==> src/rtl/btl_pkg.sv <==
// Shared types and constants for the bilinear table interpolator.
`default_nettype none
package btl_pkg;

  localparam int RowMax   = 64;
  localparam int ColMax   = 64;
  localparam int IdxW     = 6;
  localparam int CntW     = 7;
  localparam int DataW    = 32;
  localparam int FracW    = 17;
  localparam int QueueDepth = 2;

  localparam logic [FracW-1:0] FracOne = 17'h10000;

  typedef enum logic [1:0] {
    REQ_LOAD_ROW  = 2'd0,
    REQ_LOAD_COL  = 2'd1,
    REQ_LOAD_GRID = 2'd2,
    REQ_QUERY     = 2'd3
  } req_t;

  typedef enum logic {
    REG_ROW_USED = 1'b0,
    REG_COL_USED = 1'b1
  } reg_idx_t;

  typedef struct packed {
    req_t                     req;
    logic [IdxW-1:0]          row_index;
    logic [IdxW-1:0]          col_index;
    logic signed [DataW-1:0]  load_value;
    logic signed [DataW-1:0]  query_row;
    logic signed [DataW-1:0]  query_col;
  } item_t;

  typedef struct packed {
    logic valid;
    logic is_query;
  } queue_status_t;

  typedef struct packed {
    logic busy;
  } back_status_t;

  typedef enum logic [4:0] {
    B_IDLE, B_RD_FIRST, B_RD_LAST, B_CLAMP, B_S_ADDR, B_S_CMP, B_FIX,
    B_P0, B_P1, B_DIVSET, B_DIV,
    B_G0, B_G1, B_G2, B_G3, B_G4, B_G5, B_G6, B_G7, B_G8, B_OUT
  } bstate_t;

  // Clamp a used-count register to the legal 2..limit range.
  function automatic logic [CntW-1:0] used_count(input logic [CntW-1:0] v,
                                                 input logic [CntW-1:0] lim);
    logic [CntW-1:0] r;
    r = v;
    if (v < CntW'(2)) r = CntW'(2);
    else if (v > lim) r = lim;
    return r;
  endfunction

endpackage
`default_nettype wire

==> src/rtl/btl_front.sv <==
// Front end: accepts request transfers, tags queries and queues them for the engine.
`default_nettype none
module btl_front
  import btl_pkg::*;
(
  input  wire logic    clk,
  input  wire logic    rst,
  input  wire logic    in_valid,
  output logic         in_stall,
  input  wire item_t   in_item,
  output queue_status_t q_status,
  output item_t        q_item,
  input  wire logic    q_pop
);

  item_t      slots [QueueDepth];
  logic       wr_ptr;
  logic       rd_ptr;
  logic [1:0] count;
  logic       push;
  logic       pop;

  assign in_stall = (count == 2'(QueueDepth));
  assign push     = in_valid && !in_stall;
  assign pop      = q_pop && (count != 2'd0);

  assign q_item            = slots[rd_ptr];
  assign q_status.valid    = (count != 2'd0);
  assign q_status.is_query = (slots[rd_ptr].req == REQ_QUERY);

  always_ff @(posedge clk) begin
    if (push) begin
      slots[wr_ptr] <= in_item;
    end
  end

  always_ff @(posedge clk) begin
    if (rst) begin
      wr_ptr <= 1'b0;
      rd_ptr <= 1'b0;
      count  <= 2'd0;
    end else begin
      if (push) wr_ptr <= ~wr_ptr;
      if (pop)  rd_ptr <= ~rd_ptr;
      count <= count + 2'(push) - 2'(pop);
    end
  end

endmodule
`default_nettype wire

==> config.mk <==
export PLATFORM = sky130hd
export DESIGN_NAME = btl_front
export DESIGN_NICKNAME = d
export VERILOG_FILES = /design/src/rtl/btl_pkg.sv /design/src/rtl/btl_front.sv
export SDC_FILE = /design/constraint.sdc
export NUM_CORES = 1
export LEC_CHECK = 0
export BUFFER_PORTS_ARGS = -buffer_cell sky130_fd_sc_hd__buf_2
export CAP_MARGIN = 20
export CORE_UTILIZATION = 51
export CTS_BUF_LIST = sky130_fd_sc_hd__clkbuf_2
export CTS_CLUSTER_DIAMETER = 100
export DETAILED_ROUTE_END_ITERATION = 7
export PLACE_DENSITY = 0.74
export REMOVE_ABC_BUFFERS = 1
export SETUP_SLACK_MARGIN = 0.15
export SKIP_LAST_GASP = 1
export SYNTH_ARGS = -nofsm -noshare
export SYNTH_HDL_FRONTEND = slang
export SYNTH_SLANG_ARGS = --single-unit
export TNS_END_PERCENT = 20
==> constraint.sdc <==
create_clock -name clk -period 4.5 [get_ports clk]
set_clock_uncertainty 0.2 [all_clocks]
set_input_delay 0.9 -clock clk [delete_from_list [all_inputs] [get_ports clk]]
set_output_delay 0.9 -clock clk [all_outputs]
set_load 0.1 [all_outputs]
==> out/results.tsv <==
metric	value	unit
Synth area leader	edfxtp_1	
max cap viols	0	
TritonCTS clock tree	done	
Worst Hold Margin	0.09982	ns
crit end category	output port	
Die Span Y	128.8	um
Fmax	254.9	MHz
CP Class	flop to output port	
post-route setup slack	0.5769	ns
top-area cell type share of the netlist area	80.52	%
Clock transition at path regs	0.10	ns
fillers	1106	
Num CTS Buffers	57	
Die ar.	0.01660	mm2
most frequent cells in the layout	226 x buf_2, 220 x edfxtp_1, 110 x mux2_2, 82 x clkbuf_2, 27 x dlygate4sd3_1	
Synth Area per Inst	22.11	um2
initial core utilization	53.18	%
hold depth	1	
outcome	complete, no violations	
commonest non-fill, non-tap cell in the layout	buf_2	
r2r setup slk	2.20	ns
synthesis-to-layout area growth	26.20	%
GRT overflow	0	
Clock Latency Late Sink	0.79	ns
Max-Slew Margin vs Limit	43.03	%
setup repair after global routing missed its margin	false	
number of global-route vias before repair	4733	
DR WL/cell	16.80	um
Slew Viols, Final	0	
Yosys Warn Count	0	
FF-to-FF Start	count[0]	
min-delay src	in_item[109]	
# resized after CTS	0	
Post-CTS Setup Bufs	0	
io pins	227	
Starting DRT DRC Count	192	
Synth area leaders	edfxtp_1 81%, mux2_2 15%, dfxtp_1 1.2%	
PwrDens	709.1	mW/mm2
Site Rows	45	
H-tree Lvls	2	
startpoint types	flop	
CP arrival	2.82	ns
clock root cell	clkbuf_2	
Worst-Margin Slew	0.8546	ns
Setup Viol. Count Final	0	
Final ANT Viol Nets	0	
R2R Path End	slots[0][95]	
final WL	15560	um
DP HPWL	9516	um
drt via density	4.884	
Mapped Area	0.008204	mm2
period utilisation layout	87.18	%
Clock Sinks	225	
first-pass GRT wire length	22600	um
DRT Pass-1 Iters	4	
worst slack at placement	1.387	ns
# nets final	792	
hold_buf cts	6	
core area	0.01543	mm2
antenna violations before repair	1	
worst vdd rail ir drop	480.5	uV
min Tclk post-route	3.923	ns
fraction of layout cells with a size suffix above 1	60.50	%
Fin. Hold Viols	0	
DRC violations left	0	
HP Class	input port to flop	
R2R depth	5	
clk buf depth	3	
via count	4523	
Synth Instances	371	
IO Port Bufs	226	
crit path max fanout	50	
Seq cells post-synth	225	
RePlAce Congestion	0.7391	
Seq/Total Area, Yosys	81.74	%
Die X	128.8	um
leakage	4.017	nW
Cell variety after synth	21	
CP required	3.40	ns
pin count of the biggest net entering global routing	94	
gr usage total	18.29	%
Worst Hold Endpoint	slots[1][109]	
==> flip-flops by register name, summed over array words and instances, names as in the netlist, named ones only <==
name and flops:
count 2, wr_ptr 1, rd_ptr 1, slots 220
==> stage by stage <==
stage | area [um2] | instances | setup TNS [ns] | total power, W | util, %
6_report | 10350 | 926 | 0 | 0.007341 | 67.11
5_1_grt | 10350 | 925 | 0 | 0.007617 | 67.10
4_1_cts | 10140 | 904 | 0 | 0.007403 | 65.73
3_5_place_dp | 9560 | 801 | 0 | 0.006026 | 61.97
3_3_place_gp | 9560 | 801 | 0 | 0.005989 | 61.97
2_1_floorplan | 8092 | 359 | -21.48 | 0.005575 | -
==> where the power goes <==
part           leakage, nW  internal (W)  switching (W)
Combinational         1.52      0.000600        0.00267
Sequential            2.10       0.00260       0.000118
Clock                0.394      0.000597       0.000758
Total                 4.02       0.00379        0.00355
==> metal layers <==
| metal | vias to the layer above | part of all wire [%] | global-route usage (%) |
|---|---|---|---|
| li1 | 2120 | - | - |
| met1 | 2187 | 40 | 20.75 |
| met2 | 190 | 50 | 30.08 |
| met3 | 26 | 8.8 | 8.067 |
| met4 | 0 | 1.6 | 8.028 |
| met5 | - | 0 | 0 |
==> cells by family after synthesis <==
group | Yosys count | share of synthesized area, %
AND/OR/NAND/NOR | 11 | 0.7017
XOR/XNOR | 3 | 0.3203
flip-flops | 225 | 81.74
AO/OA/AOI/OAI | 4 | 0.2745
multiplexers | 110 | 15.10
adder cells (fa/ha/maj) | 2 | 0.3050
buffers and inverters | 16 | 1.556
==> area by class of cell <==
class	instances	area [um2]	share of cell area [%]
diodes	1	2.502	0.02417
clock buffers	82	410.4	3.964
clock inverters	15	110.1	1.063
inverters	4	17.52	0.1692
multi-input cells	130	1375	13.28
flip-flops and latches	225	6710	64.81
well taps	211	264.0	2.550
repair buffers	258	1464	14.14
==> worst max-delay path, cell delays in order, from the launching register on <==
cell and delay (ns):
dfxtp_4 0.77, buf_4 0.52, nand3_1 0.15, o21ai_0 0.12, buf_2 0.46
==> cell usage after synthesis <==
library cell and n:
a21oi_1 1, inv_1 4, o21a_1 1, ha_1 2, nand2b_2 1, o21ai_0 2, xnor2_1 2, nand3_1 1
dfxtp_1 5, nand2_1 2, xor2_1 1, or2_2 1, mux2_2 110, edfxtp_1 220, nor2b_1 1, nor2_1 3
buf_6 8, or3_1 1, and3_1 1, buf_4 1, buf_2 3
==> worst max-delay path by stage <==
stage,startpoint,end,slack (ns),cells past startpoint
CTS,flop,q_item[58],0.46,3
finish,flop,q_status[0],0.58,4
global route,flop,q_status[0],0.36,4
global placement,flop,q_item[18],1.47,3
detailed placement,flop,q_item[58],1.39,3
floorplan,flop,q_status[0],-1.59,1
No activity file was read; power rests on OpenSTA's default activity.
